**src/rtl/core/lvrs_pkg.sv**
```systemverilog
// Package for the linear velocity reference shaper: widths, register indexes,
// sequencer states and small arithmetic helpers. No dependencies.
package lvrs_pkg;

  localparam int SPD_W     = 24;  // signed Q8.16 speeds and integral
  localparam int DT_W      = 16;  // tick length in microseconds
  localparam int LIM_W     = 23;  // unsigned limits and dead zone
  localparam int ALPHA_W   = 17;  // filter coefficient, Q0.16 plus one
  localparam int TMO_W     = 24;  // release timeout and elapsed time
  localparam int CFG_W     = 24;  // widest register
  localparam int REG_IDX_W = 3;

  localparam int MUL_A_W   = 24;  // magnitude operand
  localparam int MUL_B_W   = 17;  // serial operand, scanned one bit a cycle
  localparam int MUL_P_W   = MUL_A_W + MUL_B_W;
  localparam int DIV_N_W   = 42;  // dividend width of the microsecond divider
  localparam int MS_W      = 20;  // largest step per tick fits here

  localparam int US_PER_S  = 1000000;
  localparam int HALF_S    = US_PER_S / 2;
  localparam logic [ALPHA_W-1:0] ALPHA_ONE = ALPHA_W'(65536);

  typedef enum logic [REG_IDX_W-1:0] {
    REG_DEAD_ZONE    = 3'd0,
    REG_FILTER_ALPHA = 3'd1,
    REG_ACCEL_LIMIT  = 3'd2,
    REG_DECEL_LIMIT  = 3'd3,
    REG_REL_DECEL    = 3'd4,
    REG_REL_TIMEOUT  = 3'd5,
    REG_STOP_SPEED   = 3'd6,
    REG_INT_LIMIT    = 3'd7
  } reg_idx_e;

  typedef enum logic [2:0] {
    S_IDLE,
    S_FILT,
    S_RMUL,
    S_RDIV,
    S_IMUL,
    S_IDIV,
    S_OUT
  } seq_state_e;

  // Magnitude of a 24-bit signed value; the most negative value fits unsigned.
  function automatic logic [SPD_W-1:0] abs24(input logic signed [SPD_W-1:0] x);
    logic signed [SPD_W:0] w;
    w = {x[SPD_W-1], x};
    if (x[SPD_W-1]) w = -w;
    return w[SPD_W-1:0];
  endfunction

  // Saturate a 27-bit signed sum to 24 bits signed.
  function automatic logic signed [SPD_W-1:0] sat24(input logic signed [26:0] x);
    if (x > 27'sd8388607) return 24'sh7FFFFF;
    if (x < -27'sd8388608) return 24'sh800000;
    return x[SPD_W-1:0];
  endfunction

endpackage

```
**src/rtl/core/lvrs_intf.sv**
```systemverilog
// Handshake channel interfaces of the velocity reference shaper.
// Depends on lvrs_pkg for the field widths.
interface lvrs_in_if import lvrs_pkg::*; ();
  logic                    valid;
  logic                    ready;
  logic [DT_W-1:0]         step_time_us;
  logic signed [SPD_W-1:0] command_speed;
  logic signed [SPD_W-1:0] measured_speed;
  logic                    recover_mode;
  logic                    jump_mode;
  logic signed [SPD_W-1:0] jump_speed;

  modport source (output valid, step_time_us, command_speed, measured_speed,
                  recover_mode, jump_mode, jump_speed, input ready);
  modport sink (input valid, step_time_us, command_speed, measured_speed,
                recover_mode, jump_mode, jump_speed, output ready);
endinterface

interface lvrs_out_if import lvrs_pkg::*; ();
  logic                    valid;
  logic                    ready;
  logic signed [SPD_W-1:0] reference_speed;
  logic signed [SPD_W-1:0] error_integral;
  logic                    releasing;

  modport source (output valid, reference_speed, error_integral, releasing,
                  input ready);
  modport sink (input valid, reference_speed, error_integral, releasing,
                output ready);
endinterface

```
**src/rtl/core/lvrs_mul.sv**
```systemverilog
// Bit-serial unsigned shift-add multiplier, one multiplier bit per cycle.
// Depends on lvrs_pkg for default widths.
module lvrs_mul import lvrs_pkg::*; #(
  parameter int A_W = MUL_A_W,
  parameter int B_W = MUL_B_W
) (
  input  logic               clk_i,
  input  logic               rst_ni,
  input  logic               start_i,
  input  logic [A_W-1:0]     a_i,
  input  logic [B_W-1:0]     b_i,
  output logic               done_o,
  output logic [A_W+B_W-1:0] p_o
);
  localparam int P_W = A_W + B_W;
  localparam int C_W = $clog2(B_W + 1);

  logic [P_W-1:0] acc_q, sh_q;
  logic [B_W-1:0] b_q;
  logic [C_W-1:0] cnt_q;
  logic           run_q, done_q;

  always_ff @(posedge clk_i or negedge rst_ni) begin
    if (!rst_ni) begin
      acc_q  <= '0;
      sh_q   <= '0;
      b_q    <= '0;
      cnt_q  <= '0;
      run_q  <= 1'b0;
      done_q <= 1'b0;
    end else begin
      done_q <= 1'b0;
      if (start_i) begin
        acc_q <= '0;
        sh_q  <= P_W'(a_i);
        b_q   <= b_i;
        cnt_q <= C_W'(B_W);
        run_q <= 1'b1;
      end else if (run_q) begin
        if (b_q[0]) acc_q <= acc_q + sh_q;
        sh_q  <= sh_q << 1;
        b_q   <= b_q >> 1;
        cnt_q <= cnt_q - 1'b1;
        if (cnt_q == C_W'(1)) begin
          run_q  <= 1'b0;
          done_q <= 1'b1;
        end
      end
    end
  end

  assign done_o = done_q;
  assign p_o    = acc_q;
endmodule

```
**src/rtl/core/lvrs_div.sv**
```systemverilog
// Restoring divider by a constant, one quotient bit per cycle.
// Depends on lvrs_pkg for default widths and the divisor.
module lvrs_div import lvrs_pkg::*; #(
  parameter int N_W = DIV_N_W,
  parameter int D   = US_PER_S
) (
  input  logic           clk_i,
  input  logic           rst_ni,
  input  logic           start_i,
  input  logic [N_W-1:0] n_i,
  output logic           done_o,
  output logic [N_W-1:0] q_o
);
  localparam int R_W = $clog2(D);
  localparam int C_W = $clog2(N_W + 1);

  logic [N_W-1:0] nq_q;
  logic [R_W-1:0] rem_q;
  logic [C_W-1:0] cnt_q;
  logic           run_q, done_q;
  logic [R_W:0]   trial;
  logic           ge;

  assign trial = {rem_q, nq_q[N_W-1]};
  assign ge    = trial >= (R_W+1)'(D);

  always_ff @(posedge clk_i or negedge rst_ni) begin
    if (!rst_ni) begin
      nq_q   <= '0;
      rem_q  <= '0;
      cnt_q  <= '0;
      run_q  <= 1'b0;
      done_q <= 1'b0;
    end else begin
      done_q <= 1'b0;
      if (start_i) begin
        nq_q  <= n_i;
        rem_q <= '0;
        cnt_q <= C_W'(N_W);
        run_q <= 1'b1;
      end else if (run_q) begin
        rem_q <= ge ? R_W'(trial - (R_W+1)'(D)) : trial[R_W-1:0];
        nq_q  <= {nq_q[N_W-2:0], ge};
        cnt_q <= cnt_q - 1'b1;
        if (cnt_q == C_W'(1)) begin
          run_q  <= 1'b0;
          done_q <= 1'b1;
        end
      end
    end
  end

  assign done_o = done_q;
  assign q_o    = nq_q;
endmodule

```
**src/rtl/core/linear_velocity_reference_shaper_unit.sv**
```systemverilog
// Top level of the linear velocity reference shaper.
// Depends on lvrs_pkg, lvrs_intf, lvrs_mul and lvrs_div.
//
// Use: one request on in_i carries one control tick (tick length, commanded
// and measured speed, recovery and jump flags, jump speed). For each accepted
// request exactly one result leaves on out_o: the shaped reference speed,
// the clamped error integral and the release flag. Both channels move a
// request when valid and ready are high at a rising edge of clk_i.
// The eight tuning registers are written through cfg_we_i / cfg_idx_i /
// cfg_wdata_i, one per cycle. The user must write them only while no tick
// is in flight; the block itself does not enforce it.
// A recovery or jump tick runs the filter product only; a tick whose release
// window stays open adds the rate product and its divide by one million, and
// any other tick also adds the integral product and its divide. The bit-serial
// multiplier and divider run in turn, each result taken by the sequencer
// state that waits on it. A new tick is taken the cycle after the previous
// one has reached the output register. The result waits there while the
// receiver stalls, and a following tick may be worked on meanwhile, holding
// its own result until the register frees.
// Reset (rst_ni low, asynchronous) clears all shaper state and restores the
// register defaults; a tick in flight and a result not yet taken are dropped.
module linear_velocity_reference_shaper_unit import lvrs_pkg::*; (
  input  logic                 clk_i,
  input  logic                 rst_ni,
  lvrs_in_if.sink              in_i,
  lvrs_out_if.source           out_o,
  input  logic                 cfg_we_i,
  input  logic [REG_IDX_W-1:0] cfg_idx_i,
  input  logic [CFG_W-1:0]     cfg_wdata_i
);

  // Tuning registers.
  logic [LIM_W-1:0]   dz_q, acc_lim_q, dec_lim_q, rdec_q, stop_q, ilim_q;
  logic [ALPHA_W-1:0] alpha_q;
  logic [TMO_W-1:0]   tmo_q;

  always_ff @(posedge clk_i or negedge rst_ni) begin
    if (!rst_ni) begin
      dz_q      <= LIM_W'(1311);
      alpha_q   <= ALPHA_W'(2674);
      acc_lim_q <= LIM_W'(104858);
      dec_lim_q <= LIM_W'(203162);
      rdec_q    <= LIM_W'(471859);
      tmo_q     <= TMO_W'(450000);
      stop_q    <= LIM_W'(2294);
      ilim_q    <= LIM_W'(65536);
    end else if (cfg_we_i) begin
      case (reg_idx_e'(cfg_idx_i))
        REG_DEAD_ZONE:    dz_q      <= cfg_wdata_i[LIM_W-1:0];
        REG_FILTER_ALPHA: alpha_q   <= cfg_wdata_i[ALPHA_W-1:0];
        REG_ACCEL_LIMIT:  acc_lim_q <= cfg_wdata_i[LIM_W-1:0];
        REG_DECEL_LIMIT:  dec_lim_q <= cfg_wdata_i[LIM_W-1:0];
        REG_REL_DECEL:    rdec_q    <= cfg_wdata_i[LIM_W-1:0];
        REG_REL_TIMEOUT:  tmo_q     <= cfg_wdata_i[TMO_W-1:0];
        REG_STOP_SPEED:   stop_q    <= cfg_wdata_i[LIM_W-1:0];
        REG_INT_LIMIT:    ilim_q    <= cfg_wdata_i[LIM_W-1:0];
        default: ;
      endcase
    end
  end

  // Coefficients above one act as exactly one.
  logic [ALPHA_W-1:0] alpha_eff;
  assign alpha_eff = (alpha_q > ALPHA_ONE) ? ALPHA_ONE : alpha_q;

  // Shared serial arithmetic units.
  logic               mul_start, mul_done;
  logic [MUL_A_W-1:0] mul_a;
  logic [MUL_B_W-1:0] mul_b;
  logic [MUL_P_W-1:0] mul_p;
  logic               div_start, div_done;
  logic [DIV_N_W-1:0] div_n, div_q;

  lvrs_mul #(.A_W(MUL_A_W), .B_W(MUL_B_W)) u_mul (
    .clk_i, .rst_ni, .start_i(mul_start), .a_i(mul_a), .b_i(mul_b),
    .done_o(mul_done), .p_o(mul_p)
  );

  lvrs_div #(.N_W(DIV_N_W), .D(US_PER_S)) u_div (
    .clk_i, .rst_ni, .start_i(div_start), .n_i(div_n),
    .done_o(div_done), .q_o(div_q)
  );

  // Sequencer and shaper state.
  seq_state_e state_q, state_d;

  logic signed [SPD_W-1:0] filt_q, filt_d, ref_q, ref_d, int_q, int_d;
  logic signed [SPD_W-1:0] tgt_q, tgt_d, meas_q, meas_d, js_q, js_d;
  logic                    rel_q, rel_d, had_q, had_d;
  logic [TMO_W-1:0]        el_q, el_d;
  logic [DT_W-1:0]         dt_q, dt_d;
  logic                    rec_q, rec_d, jmp_q, jmp_d, zc_q, zc_d;
  logic                    sgn_q, sgn_d;

  logic                    ov_q, ov_d;
  logic signed [SPD_W-1:0] oref_q, oref_d, oint_q, oint_d;
  logic                    orel_q, orel_d;

  always_ff @(posedge clk_i or negedge rst_ni) begin
    if (!rst_ni) begin
      state_q <= S_IDLE;
      filt_q  <= '0;
      ref_q   <= '0;
      int_q   <= '0;
      rel_q   <= 1'b0;
      el_q    <= '0;
      had_q   <= 1'b0;
      ov_q    <= 1'b0;
    end else begin
      state_q <= state_d;
      filt_q  <= filt_d;
      ref_q   <= ref_d;
      int_q   <= int_d;
      rel_q   <= rel_d;
      el_q    <= el_d;
      had_q   <= had_d;
      ov_q    <= ov_d;
    end
  end

  // Per-tick operands and output payload carry no reset.
  always_ff @(posedge clk_i) begin
    tgt_q  <= tgt_d;
    meas_q <= meas_d;
    js_q   <= js_d;
    dt_q   <= dt_d;
    rec_q  <= rec_d;
    jmp_q  <= jmp_d;
    zc_q   <= zc_d;
    sgn_q  <= sgn_d;
    oref_q <= oref_d;
    oint_q <= oint_d;
    orel_q <= orel_d;
  end

  always_comb begin
    logic signed [SPD_W:0]     diff;
    logic [SPD_W:0]            dmag;
    logic signed [MUL_P_W:0]   sprod;
    logic signed [MUL_P_W:0]   rnd;
    logic signed [26:0]        fsum;
    logic signed [SPD_W-1:0]   fnew, tgt;
    logic                      rel;
    logic [TMO_W:0]            esum;
    logic [TMO_W-1:0]          el;
    logic [LIM_W-1:0]          rate;
    logic [MS_W-1:0]           ms;
    logic signed [SPD_W:0]     delta, msp;
    logic signed [SPD_W-1:0]   rnew;
    logic signed [DIV_N_W-1:0] y;
    logic signed [SPD_W:0]     qs, iacc, ilp;

    state_d   = state_q;
    filt_d    = filt_q;
    ref_d     = ref_q;
    int_d     = int_q;
    rel_d     = rel_q;
    el_d      = el_q;
    had_d     = had_q;
    tgt_d     = tgt_q;
    meas_d    = meas_q;
    js_d      = js_q;
    dt_d      = dt_q;
    rec_d     = rec_q;
    jmp_d     = jmp_q;
    zc_d      = zc_q;
    sgn_d     = sgn_q;
    oref_d    = oref_q;
    oint_d    = oint_q;
    orel_d    = orel_q;
    ov_d      = ov_q && !out_o.ready;
    in_i.ready = 1'b0;
    mul_start = 1'b0;
    mul_a     = '0;
    mul_b     = '0;
    div_start = 1'b0;
    div_n     = '0;

    diff  = '0;
    dmag  = '0;
    sprod = '0;
    rnd   = '0;
    fsum  = '0;
    fnew  = '0;
    tgt   = '0;
    rel   = 1'b0;
    esum  = '0;
    el    = '0;
    rate  = '0;
    ms    = '0;
    delta = '0;
    msp   = '0;
    rnew  = '0;
    y     = '0;
    qs    = '0;
    iacc  = '0;
    ilp   = '0;

    case (state_q)
      S_IDLE: begin
        in_i.ready = 1'b1;
        if (in_i.valid) begin
          dt_d   = in_i.step_time_us;
          meas_d = in_i.measured_speed;
          js_d   = in_i.jump_speed;
          rec_d  = in_i.recover_mode;
          jmp_d  = in_i.jump_mode;
          zc_d   = abs24(in_i.command_speed) < {1'b0, dz_q};
          // Filter update: (command - filtered) * alpha, sign and magnitude.
          diff   = {in_i.command_speed[SPD_W-1], in_i.command_speed}
                 - {filt_q[SPD_W-1], filt_q};
          dmag   = diff[SPD_W] ? -diff : diff;
          sgn_d  = diff[SPD_W];
          mul_a  = dmag[SPD_W-1:0];
          mul_b  = alpha_eff;
          mul_start = 1'b1;
          state_d = S_FILT;
        end
      end

      S_FILT: begin
        if (mul_done) begin
          sprod = sgn_q ? -{1'b0, mul_p} : {1'b0, mul_p};
          rnd   = sprod + (MUL_P_W+1)'(32768);
          fsum  = 27'(filt_q) + 27'($signed(rnd[MUL_P_W:16]));
          fnew  = sat24(fsum);
          if (rec_q) begin
            filt_d = '0;
            ref_d  = '0;
            int_d  = '0;
            rel_d  = 1'b0;
            el_d   = '0;
            had_d  = 1'b0;
            state_d = S_OUT;
          end else if (jmp_q) begin
            filt_d = '0;
            ref_d  = js_q;
            rel_d  = 1'b0;
            el_d   = '0;
            had_d  = 1'b0;
            state_d = S_OUT;
          end else begin
            rel = rel_q;
            el  = el_q;
            // Leaving the dead zone cancels a window; entering it after a
            // command opens a fresh one and drops the filter history.
            if (!zc_q) begin
              rel = 1'b0;
              el  = '0;
            end else if (had_q) begin
              rel  = 1'b1;
              el   = '0;
              fnew = '0;
            end
            tgt = (abs24(fnew) < {1'b0, dz_q}) ? '0 : fnew;
            if (rel) begin
              esum = {1'b0, el} + (TMO_W+1)'(dt_q);
              el   = esum[TMO_W] ? '1 : esum[TMO_W-1:0];
              tgt  = '0;
              // The window closes once the wheels have stopped or it timed out.
              if (abs24(meas_q) < {1'b0, stop_q} || el >= tmo_q) begin
                rel = 1'b0;
                el  = '0;
              end
            end
            if (rel) rate = rdec_q;
            else if (abs24(tgt) > abs24(ref_q)) rate = acc_lim_q;
            else rate = dec_lim_q;
            filt_d = fnew;
            rel_d  = rel;
            el_d   = el;
            had_d  = !zc_q;
            tgt_d  = tgt;
            mul_a  = MUL_A_W'(rate);
            mul_b  = MUL_B_W'(dt_q);
            mul_start = 1'b1;
            state_d = S_RMUL;
          end
        end
      end

      S_RMUL: begin
        if (mul_done) begin
          div_n     = DIV_N_W'(mul_p) + DIV_N_W'(HALF_S);
          div_start = 1'b1;
          state_d   = S_RDIV;
        end
      end

      S_RDIV: begin
        if (div_done) begin
          ms    = div_q[MS_W-1:0];
          msp   = (SPD_W+1)'(ms);
          delta = {tgt_q[SPD_W-1], tgt_q} - {ref_q[SPD_W-1], ref_q};
          if (delta > msp) delta = msp;
          if (delta < -msp) delta = -msp;
          rnew = sat24(27'(ref_q) + 27'(delta));
          // Near zero the reference snaps to rest instead of dithering.
          if (abs24(tgt_q) < {1'b0, dz_q} && abs24(rnew) < SPD_W'(ms)) rnew = '0;
          ref_d = rnew;
          if (rel_q) begin
            state_d = S_OUT;
          end else begin
            diff  = {rnew[SPD_W-1], rnew} - {meas_q[SPD_W-1], meas_q};
            dmag  = diff[SPD_W] ? -diff : diff;
            sgn_d = diff[SPD_W];
            mul_a = dmag[SPD_W-1:0];
            mul_b = MUL_B_W'(dt_q);
            mul_start = 1'b1;
            state_d = S_IMUL;
          end
        end
      end

      S_IMUL: begin
        if (mul_done) begin
          sprod = sgn_q ? -{1'b0, mul_p} : {1'b0, mul_p};
          y     = DIV_N_W'(sprod) + DIV_N_W'(HALF_S);
          // Floor division of a negative value: divide the magnitude rounded up.
          sgn_d = y[DIV_N_W-1];
          div_n = y[DIV_N_W-1] ? (-y + DIV_N_W'(US_PER_S - 1)) : y;
          div_start = 1'b1;
          state_d = S_IDIV;
        end
      end

      S_IDIV: begin
        if (div_done) begin
          qs   = (SPD_W+1)'(div_q[21:0]);
          if (sgn_q) qs = -qs;
          iacc = {int_q[SPD_W-1], int_q} + qs;
          ilp  = (SPD_W+1)'(ilim_q);
          if (iacc > ilp) iacc = ilp;
          if (iacc < -ilp) iacc = -ilp;
          int_d   = iacc[SPD_W-1:0];
          state_d = S_OUT;
        end
      end

      S_OUT: begin
        if (!ov_q || out_o.ready) begin
          oref_d  = ref_q;
          oint_d  = int_q;
          orel_d  = rel_q;
          ov_d    = 1'b1;
          state_d = S_IDLE;
        end
      end

      default: state_d = S_IDLE;
    endcase
  end

  assign out_o.valid           = ov_q;
  assign out_o.reference_speed = oref_q;
  assign out_o.error_integral  = oint_q;
  assign out_o.releasing       = orel_q;

endmodule

```
**src/flat_wrapper.sv**
```systemverilog
// flat-port wrapper written by rule: the top's interface ports become plain ports
module linear_velocity_reference_shaper_unit_flat import lvrs_pkg::*;
  (clk_i, rst_ni, cfg_we_i, cfg_idx_i, cfg_wdata_i, in_i_valid, in_i_step_time_us, in_i_command_speed, in_i_measured_speed, in_i_recover_mode, in_i_jump_mode, in_i_jump_speed, in_i_ready, out_o_valid, out_o_reference_speed, out_o_error_integral, out_o_releasing, out_o_ready);
  lvrs_in_if in_i_i ();
  lvrs_out_if out_o_i ();
  input  logic clk_i;
  input  logic rst_ni;
  input  logic cfg_we_i;
  input  logic [REG_IDX_W-1:0] cfg_idx_i;
  input  logic [CFG_W-1:0] cfg_wdata_i;
  input wire logic [$bits(in_i_i.valid)-1:0] in_i_valid;
  input wire logic [$bits(in_i_i.step_time_us)-1:0] in_i_step_time_us;
  input wire logic [$bits(in_i_i.command_speed)-1:0] in_i_command_speed;
  input wire logic [$bits(in_i_i.measured_speed)-1:0] in_i_measured_speed;
  input wire logic [$bits(in_i_i.recover_mode)-1:0] in_i_recover_mode;
  input wire logic [$bits(in_i_i.jump_mode)-1:0] in_i_jump_mode;
  input wire logic [$bits(in_i_i.jump_speed)-1:0] in_i_jump_speed;
  output wire logic [$bits(in_i_i.ready)-1:0] in_i_ready;
  output wire logic [$bits(out_o_i.valid)-1:0] out_o_valid;
  output wire logic [$bits(out_o_i.reference_speed)-1:0] out_o_reference_speed;
  output wire logic [$bits(out_o_i.error_integral)-1:0] out_o_error_integral;
  output wire logic [$bits(out_o_i.releasing)-1:0] out_o_releasing;
  input wire logic [$bits(out_o_i.ready)-1:0] out_o_ready;
  assign in_i_i.valid = in_i_valid;
  assign in_i_i.step_time_us = in_i_step_time_us;
  assign in_i_i.command_speed = in_i_command_speed;
  assign in_i_i.measured_speed = in_i_measured_speed;
  assign in_i_i.recover_mode = in_i_recover_mode;
  assign in_i_i.jump_mode = in_i_jump_mode;
  assign in_i_i.jump_speed = in_i_jump_speed;
  assign in_i_ready = in_i_i.ready;
  assign out_o_valid = out_o_i.valid;
  assign out_o_reference_speed = out_o_i.reference_speed;
  assign out_o_error_integral = out_o_i.error_integral;
  assign out_o_releasing = out_o_i.releasing;
  assign out_o_i.ready = out_o_ready;
  linear_velocity_reference_shaper_unit u_core (.clk_i(clk_i), .rst_ni(rst_ni), .in_i(in_i_i), .out_o(out_o_i), .cfg_we_i(cfg_we_i), .cfg_idx_i(cfg_idx_i), .cfg_wdata_i(cfg_wdata_i));
endmodule
```
**config.mk**
```make
export PLATFORM = sky130hd
export DESIGN_NAME = linear_velocity_reference_shaper_unit_flat
export DESIGN_NICKNAME = d
export VERILOG_FILES = /design/src/rtl/core/lvrs_pkg.sv /design/src/rtl/core/lvrs_intf.sv /design/src/rtl/core/lvrs_mul.sv /design/src/rtl/core/lvrs_div.sv /design/src/rtl/core/linear_velocity_reference_shaper_unit.sv /design/src/flat_wrapper.sv
export SDC_FILE = /design/constraint.sdc
export NUM_CORES = 2
export LEC_CHECK = 0
export BUFFER_PORTS_ARGS = -buffer_cell sky130_fd_sc_hd__buf_2
export CORE_MARGIN = 10
export CORE_UTILIZATION = 30
export CTS_BUF_LIST = sky130_fd_sc_hd__clkbuf_2 sky130_fd_sc_hd__clkbuf_4 sky130_fd_sc_hd__clkbuf_8
export DETAILED_ROUTE_END_ITERATION = 8
export GPL_TIMING_DRIVEN = 0
export PLACE_DENSITY = 0.49
export SETUP_SLACK_MARGIN = 0.05
export SYNTH_ARGS = -nofsm -noshare
export SYNTH_HDL_FRONTEND = slang
export SYNTH_SLANG_ARGS = --single-unit
```
**constraint.sdc**
```tcl
create_clock -name clk_i -period 17.7 [get_ports clk_i]
set_clock_uncertainty 0.15 [all_clocks]
set_input_delay 4.425 -clock clk_i [delete_from_list [all_inputs] [get_ports clk_i]]
set_output_delay 4.425 -clock clk_i [all_outputs]
set_load 0.05 [all_outputs]
```
# Word-level counts from Yosys, hierarchy flattened
# Index checks and enable logic that the tools add are counted.
[totals]
regBits = 598
word_cells = 346
[classes]
addsub = 29
n_lt_le_gt_ge = 17
n_eq_ne = 25
mux = 202
bitwise_logic = 2
reduce_logical = 33
[ops]
columns = ["op", "count"]
rows = [
  ["$mux W24", 85],
  ["$mux W25", 12],
  ["$mux W42", 6],
  ["$neg A24 Y24", 9],
  ["$mux W41", 5],
  ["$mux W17", 7],
  ["$lt A24 B23 Y1", 4],
  ["$pmux W24 S2", 2],
  ["$pmux W42 S2", 1],
  ["$sub A24 B24 Y25", 3],
  ["$pmux W24 S3", 1],
  ["$mux W23", 3],
  ["$mux W20", 3],
  ["$mux W1", 57],
  ["$gt A27 B24 Y1 const B", 2],
  ["$lt A27 B24 Y1 const B", 2],
  ["$pmux W17 S3", 1],
  ["$lt A25 B25 Y1", 2],
  ["$add A41 B19 Y42 const B", 1],
  ["$add A42 B17 Y42 const B", 1],
  ["$add A42 B20 Y42 const B", 1],
  ["$add A42 B21 Y42 const B", 1],
  ["$neg A41 Y42", 1],
  ["$neg A42 Y42", 1],
  ["other kinds (45)", 97],
]

# Depth between registers and ports, before layout
[logic_depth]
word_depth = 47
ltp_mapped = 88

# By module
# From an unflattened synthesis, not the netlist that was laid out.
[hier_totals]
hier_cells = 6261
area_unflattened_um2 = 53323.6
[modules_own_cells]
columns = ["mod", "n_inst", "cells_each", "area_per_inst_um2", "seq_area_each_um2"]
rows = [
  ["linear_velocity_reference_shaper_unit", 1, 5154, 43135.1, 11342.1],
  ["lvrs_mul", 1, 757, 6701.4, 2652.5],
  ["lvrs_div", 1, 350, 3487.1, 1751.7],
]

# Least setup slack after synthesis
# No wires, ideal clock.
[synth_timing]
kind = "flip-flop to flip-flop"
startpoint = "register u_core.tgt_q[0]"
endpoint = "register u_core.u_mul.sh_q[23]"
setup_ps = 83
arrival_time_ps = 17213
setup_slack_ps = 254
path_stages_with_launch = 78
n_path_buf = 6
period_less_slack_ps = 17446
path_cell_list = "edfxtp_1 -> inv_1 -> ha_1 -> inv_1 -> fa_1 -> a211oi_1 -> o211ai_1 -> a41oi_1 -> o21ai_0 -> xor2_1 -> ha_1 -> a2111oi_0 -> o21ai_0 -> nor4b_1 -> a211oi_1 -> a2111oi_0 -> a21o_1 -> clkbuf_1 -> [42 not listed] -> a21oi_1 -> o311a_1 -> clkbuf_1 -> clkbuf_1 -> a21oi_1 -> fa_1 -> a211oi_1 -> o21ai_0 -> a2111oi_0 -> o21bai_1 -> a311oi_1 -> xnor2_1 -> or2_2 -> nor4_1 -> nand4b_1 -> mux2i_1 -> a2111o_1 -> o21ai_0"
[synth_between]
elab_chain_len = 35
elab_cells_between_ends = 45
cone_classes = "6 x add/sub; 6 x order compare; 32 x mux; 1 x reduce/logical"
[synth_rtl]
columns = ["item", "line_no", "text"]
rows = [
  ["from (decl)", "linear_velocity_reference_shaper_unit.sv:88", "logic signed [SPD_W-1:0] tgt_q, tgt_d, meas_q, meas_d, js_q, js_d;"],
  ["from (signal assigned)", "linear_velocity_reference_shaper_unit.sv:123", "tgt_q <= tgt_d;"],
  ["$sub A24 B24 Y25", "linear_velocity_reference_shaper_unit.sv:294", "delta = {tgt_q[SPD_W-1], tgt_q} - {ref_q[SPD_W-1], ref_q};"],
  ["$gt A25 B21 Y1", "linear_velocity_reference_shaper_unit.sv:295", "if (delta > msp) delta = msp;"],
  ["$mux W25", "linear_velocity_reference_shaper_unit.sv:295", ""],
  ["$mux W25", "linear_velocity_reference_shaper_unit.sv:291", "if (div_done) begin"],
  ["$mux W25", "linear_velocity_reference_shaper_unit.sv:199", "case (state_q)"],
  ["$lt A25 B25 Y1", "linear_velocity_reference_shaper_unit.sv:296", "if (delta < -msp) delta = -msp;"],
  ["$mux W25", "linear_velocity_reference_shaper_unit.sv:296", ""],
  ["$mux W25", "linear_velocity_reference_shaper_unit.sv:291", ""],
  ["[19 not listed]", "-", ""],
  ["$mux W24 *", "linear_velocity_reference_shaper_unit.sv:199", ""],
  ["$sub A24 B24 Y25 *", "linear_velocity_reference_shaper_unit.sv:304", "diff = {rnew[SPD_W-1], rnew} - {meas_q[SPD_W-1], meas_q};"],
  ["$neg A24 Y24", "linear_velocity_reference_shaper_unit.sv:305", "dmag = diff[SPD_W] ? -diff : diff;"],
  ["$mux W24 *", "linear_velocity_reference_shaper_unit.sv:305", ""],
  ["$mux W24 *", "linear_velocity_reference_shaper_unit.sv:301", "if (rel_q) begin"],
  ["$mux W24 *", "linear_velocity_reference_shaper_unit.sv:291", ""],
  ["$pmux W24 S3 *", "linear_velocity_reference_shaper_unit.sv:199", ""],
  ["$mux W41 *", "lvrs_mul.sv:33", "if (start_i) begin"],
  ["to (signal assigned)", "lvrs_mul.sv:35", "sh_q <= P_W'(a_i);"],
  ["to (signal assigned)", "lvrs_mul.sv:41", "sh_q <= sh_q << 1;"],
  ["to (decl)", "lvrs_mul.sv:18", "logic [P_W-1:0] acc_q, sh_q;"],
]
# Every way passes the cells marked *; elsewhere a longest branch is shown, timed or not. The select of a mux whose other input is x is not followed.
# A chain may end at the register's enable or synchronous reset.

# Worst setup path in the final report
[layout_timing]
startpoint = "register u_core.ref_q[12]"
endpoint = "register u_core.u_mul.sh_q[12]"
[layout_between]
elab_chain_len = 35
elab_cells_between_ends = 53
cone_classes = "6 x add/sub; 6 x order compare; 40 x mux; 1 x reduce/logical"
[layout_rtl]
columns = ["item", "line_no", "text"]
rows = [
  ["from (decl)", "linear_velocity_reference_shaper_unit.sv:87", "logic signed [SPD_W-1:0] filt_q, filt_d, ref_q, ref_d, int_q, int_d;"],
  ["from (signal assigned)", "linear_velocity_reference_shaper_unit.sv:112", "ref_q <= ref_d;"],
  ["$sub A24 B24 Y25", "linear_velocity_reference_shaper_unit.sv:294", ""],
  ["$gt A25 B21 Y1", "linear_velocity_reference_shaper_unit.sv:295", ""],
  ["$mux W25", "linear_velocity_reference_shaper_unit.sv:295", ""],
  ["$mux W25", "linear_velocity_reference_shaper_unit.sv:291", ""],
  ["$mux W25", "linear_velocity_reference_shaper_unit.sv:199", ""],
  ["$lt A25 B25 Y1", "linear_velocity_reference_shaper_unit.sv:296", ""],
  ["$mux W25", "linear_velocity_reference_shaper_unit.sv:296", ""],
  ["$mux W25", "linear_velocity_reference_shaper_unit.sv:291", ""],
  ["[19 not listed]", "-", ""],
  ["$mux W24", "linear_velocity_reference_shaper_unit.sv:199", ""],
  ["$sub A24 B24 Y25", "linear_velocity_reference_shaper_unit.sv:304", ""],
  ["$neg A24 Y24", "linear_velocity_reference_shaper_unit.sv:305", ""],
  ["$mux W24", "linear_velocity_reference_shaper_unit.sv:305", ""],
  ["$mux W24", "linear_velocity_reference_shaper_unit.sv:301", ""],
  ["$mux W24", "linear_velocity_reference_shaper_unit.sv:291", ""],
  ["$pmux W24 S3 *", "linear_velocity_reference_shaper_unit.sv:199", ""],
  ["$mux W41 *", "lvrs_mul.sv:33", ""],
]
# Marked as above.

==> qor.csv <==
metric;value;unit
area enclosed by the die boundary;193000;sq um
total half-perimeter wirelength after legalization and detailed placement;167000;um
buffers added on ports;170;
worst hold margin;0.330;ns
weighted congestion at the end of routability-driven global placement;0.926;
first-pass GRT wire length;312000;um
final hold violation count;0;
total number of yosys warnings;0;
core outline area;174000;sq um
worst flop-to-flop path startpoint;u_core.ref_q[12]$_DFFE_PN0P_;
cell type of the slowest stage on the worst timing path;sky130_fd_sc_hd__dfrtp_2;
Worst path most repeated cell;sky130_fd_sc_hd__ha_1;
number of nets with antenna violations after detailed routing;0;
worst hold path class;flip-flop to flip-flop;
syn avg cell area;8.65;sq um
most frequent standard cell in the layout excluding fill and tap cells;sky130_fd_sc_hd__nand2_1;
worst-skew pair later-pin latency;0.87;ns
CTS tree;done;
via density per instance;5.48;
CP endpoint kind;flip-flop;
layout-stage area growth over the synthesis result;15.0;%
number of levels in the clock H-tree;3;
number of nets in the final layout;7038;
Critical Path Source;u_core.ref_q[12]$_DFFE_PN0P_;
number of antenna violations at the first check in global routing;21;
crit start category;flip-flop;
Total Routing Usage GR;0.213;
CTS root buf;sky130_fd_sc_hd__clkbuf_8;
result of the run;completed;
crit path DAT;17.86;ns
final count of pins violating max slew;0;
VDD IR-drop max;0.223;mV
#FFs+latches synth;598;
Cell Pwr Density;234;nW/um^2
clock-pin slew of the registers on the worst-case setup and hold paths;0.06;ns
Worst Path Class, Setup;flip-flop to flip-flop;
CTS buffer count;112;
min-delay src;u_core.el_q[0]$_DFFE_PN0P_;
cell area after synthesis;52700;sq um
maximum cell stage delay along the critical path;0.53;ns
final routed DRC violation total;0;
maximum number of buffers from clock root to sink;3;
total congestion overflow;0;
multi-input gate area in the final layout;35600;sq um
placed cell count;8594;
Relative slew margins;0.204;
leading cell types in the layout, fill and taps excluded;sky130_fd_sc_hd__nand2_1, sky130_fd_sc_hd__nor2_1, sky130_fd_sc_hd__ha_1, sky130_fd_sc_hd__xnor2_1, sky130_fd_sc_hd__dfrtp_1;
# clock sinks;598;
via count of the first global-routing pass;46715;
non-filler cells in the finished layout;8867;
number of placed I/O pins;173;
highest clock frequency the design can meet;0.0579;GHz
number of distinct library cells after synthesis;95;
Iter 0 DRT Violations;4235;
leakage power summed over all cells;0.0255;uW
highest net fanout along the worst path;10;
final critical path time including I/O delays and setup;17.28;ns
register area;15800;sq um
number of detailed-routing iterations run before antenna repair;6;
share of synthesized area occupied by flip-flops and latches;0.299;
vertical die dimension;439;um
number of violations of the max-capacitance limit;0;
Die Wd;439;um
final critical-path share of the clock period;0.976;
maximum number of pins on one net before global-route repair;115;
cells after synthesis;6092;
measured slew at the worst slew-check pin;1.18;ns
total number of vias;48582;
number of standard-cell rows in the floorplan;153;
number of nets in the synthesized netlist;6693;
Routed Wire Length;213000;um
Final Core Density;0.348;
share of synthesized flip-flops with an asynchronous set or reset;0.764;
Post-synth EDFFs;141;
post-route setup TNS;0;ns
average wire per cell in the routed design;24.0;um
starting utilization of the core area;0.302;
number of setup violations in the final report;0;
most used flip-flop cell after synthesis;sky130_fd_sc_hd__dfrtp_1;
filler cell count in the final layout;18229;
required time of the critical path;18.28;ns
fraction of final layout cells with drive strength greater than 1;0.145;
-- report_power, final --
group | leakage, uW | switching, uW | total [uW] | internal (uW)
clock network | 0.00135 | 687 | 1550 | 867
logic | 0.0171 | 6620 | 10500 | 3870
registers | 0.00699 | 363 | 2150 | 1790
total | 0.0255 | 7670 | 14200 | 6520
-- cell families (layout without fill, tap and decap cells) --
family | after synthesis | after routing | synth area share
xor gates and xnor gates | 553 | 553 | 0.0921
and+or+nand+nor | 1851 | 1851 | 0.171
muxes | 345 | 345 | 0.0703
buffers and inverters | 584 | 1027 | 0.0420
adders and majority gates | 479 | 479 | 0.115
DFF | 598 | 598 | 0.299
AOI/OAI and AO/OA | 1682 | 1682 | 0.211
other | 0 | 7 | 0
-- stage by stage --
stage / instance area (sq um) / setup WS, ns / power, uW
floorplan: 52700 / 0.254 / 8670
global placement: 56400 / -6.53 / 11700
detailed placement: 56600 / -6.51 / 11800
CTS: 60000 / 0.0692 / 13800
global route: 60600 / -0.0169 / 15200
finish: 60600 / 0.419 / 14200
-- cell usage after synthesis (79+ instances only) --
library cell,instances,area share
sky130_fd_sc_hd__clkbuf_1,249,0.018
sky130_fd_sc_hd__nand2_1,531,0.038
sky130_fd_sc_hd__edfxtp_1,141,0.080
sky130_fd_sc_hd__dfrtp_1,396,0.19
sky130_fd_sc_hd__o21ai_0,358,0.034
sky130_fd_sc_hd__xor2_1,160,0.027
sky130_fd_sc_hd__inv_1,303,0.022
sky130_fd_sc_hd__xnor2_1,392,0.065
sky130_fd_sc_hd__nor3_1,151,0.014
sky130_fd_sc_hd__a211oi_1,79,0.011
sky130_fd_sc_hd__mux2i_1,145,0.028
sky130_fd_sc_hd__mux2_2,200,0.043
sky130_fd_sc_hd__nor2_1,470,0.033
sky130_fd_sc_hd__nand3_1,112,0.011
sky130_fd_sc_hd__a21oi_1,379,0.036
sky130_fd_sc_hd__a21o_1,142,0.020
sky130_fd_sc_hd__ha_1,471,0.11
sky130_fd_sc_hd__a31oi_1,86,0.010
-- cell type report --
type / count / share of cell area
tap: 2325 / 0.0480
buffer: 274 / 0.0188
inverter: 304 / 0.0189
timing repair buffer: 237 / 0.0244
clock buffer: 170 / 0.0338
clock inverter: 42 / 0.00845
antenna: 7 / 0.000289
multi-input combinational: 4910 / 0.587
sequential: 598 / 0.260
-- layer usage --
layer / GRT usage / routed length, um
met5: 0 / 0
met4: 0.100 / 11500
met3: 0.0327 / 13700
met2: 0.335 / 94200
met1: 0.283 / 93400
-- worst paths after layout --
path                                                endpoint  slack (ns)  cells past startpoint
hold reg to reg                   u_core.el_q[0]$_DFFE_PN0P_        0.33                      2
hold / removal                    u_core.el_q[0]$_DFFE_PN0P_        0.33                      2
max in group asynchronous        u_core.ref_q[0]$_DFFE_PN0P_       12.65                      3
min in group asynchronous  u_core.u_mul.sh_q[33]$_DFFE_PN0P_        3.31                      1
setup / recovery           u_core.u_mul.sh_q[12]$_DFFE_PN0P_        0.42                     71
setup reg to reg           u_core.u_mul.sh_q[12]$_DFFE_PN0P_        0.42                     71
-- flip-flops by register name, indices dropped and copies added (netlist names), 24 cells and up --
name,cells
u_core.js_q,24
u_core.u_mul.p_o,41
u_core.out_o.reference_speed,24
u_core.tgt_q,24
u_core.u_div.q_o,42
u_core.out_o.error_integral,24
u_core.ref_q,24
u_core.tmo_q,24
u_core.u_mul.sh_q,41
u_core.meas_q,24
u_core.filt_q,24
u_core.el_q,24
u_core.int_q,24
-- critical path: cells and delay by family, from the launching register on --
kind            cells  cell delay (ns)
compound gates     41             9.89
fa+ha+maj           8             2.47
simple gates       12             2.28
buf+inv             6             1.07
xor+xnor            3             0.63
flops               1             0.53
mux                 1             0.09
-- what timing repair did --
item / in CTS / in global routing
hold buffers: 0 / 0
gates resized for setup: 147 / 105
endpoints found under the setup margin: 49 / 24
setup buffers: 38 / 22
pin swaps: 30 / 48
cloned: 0 / 0
(Power assumes the default switching activity.)
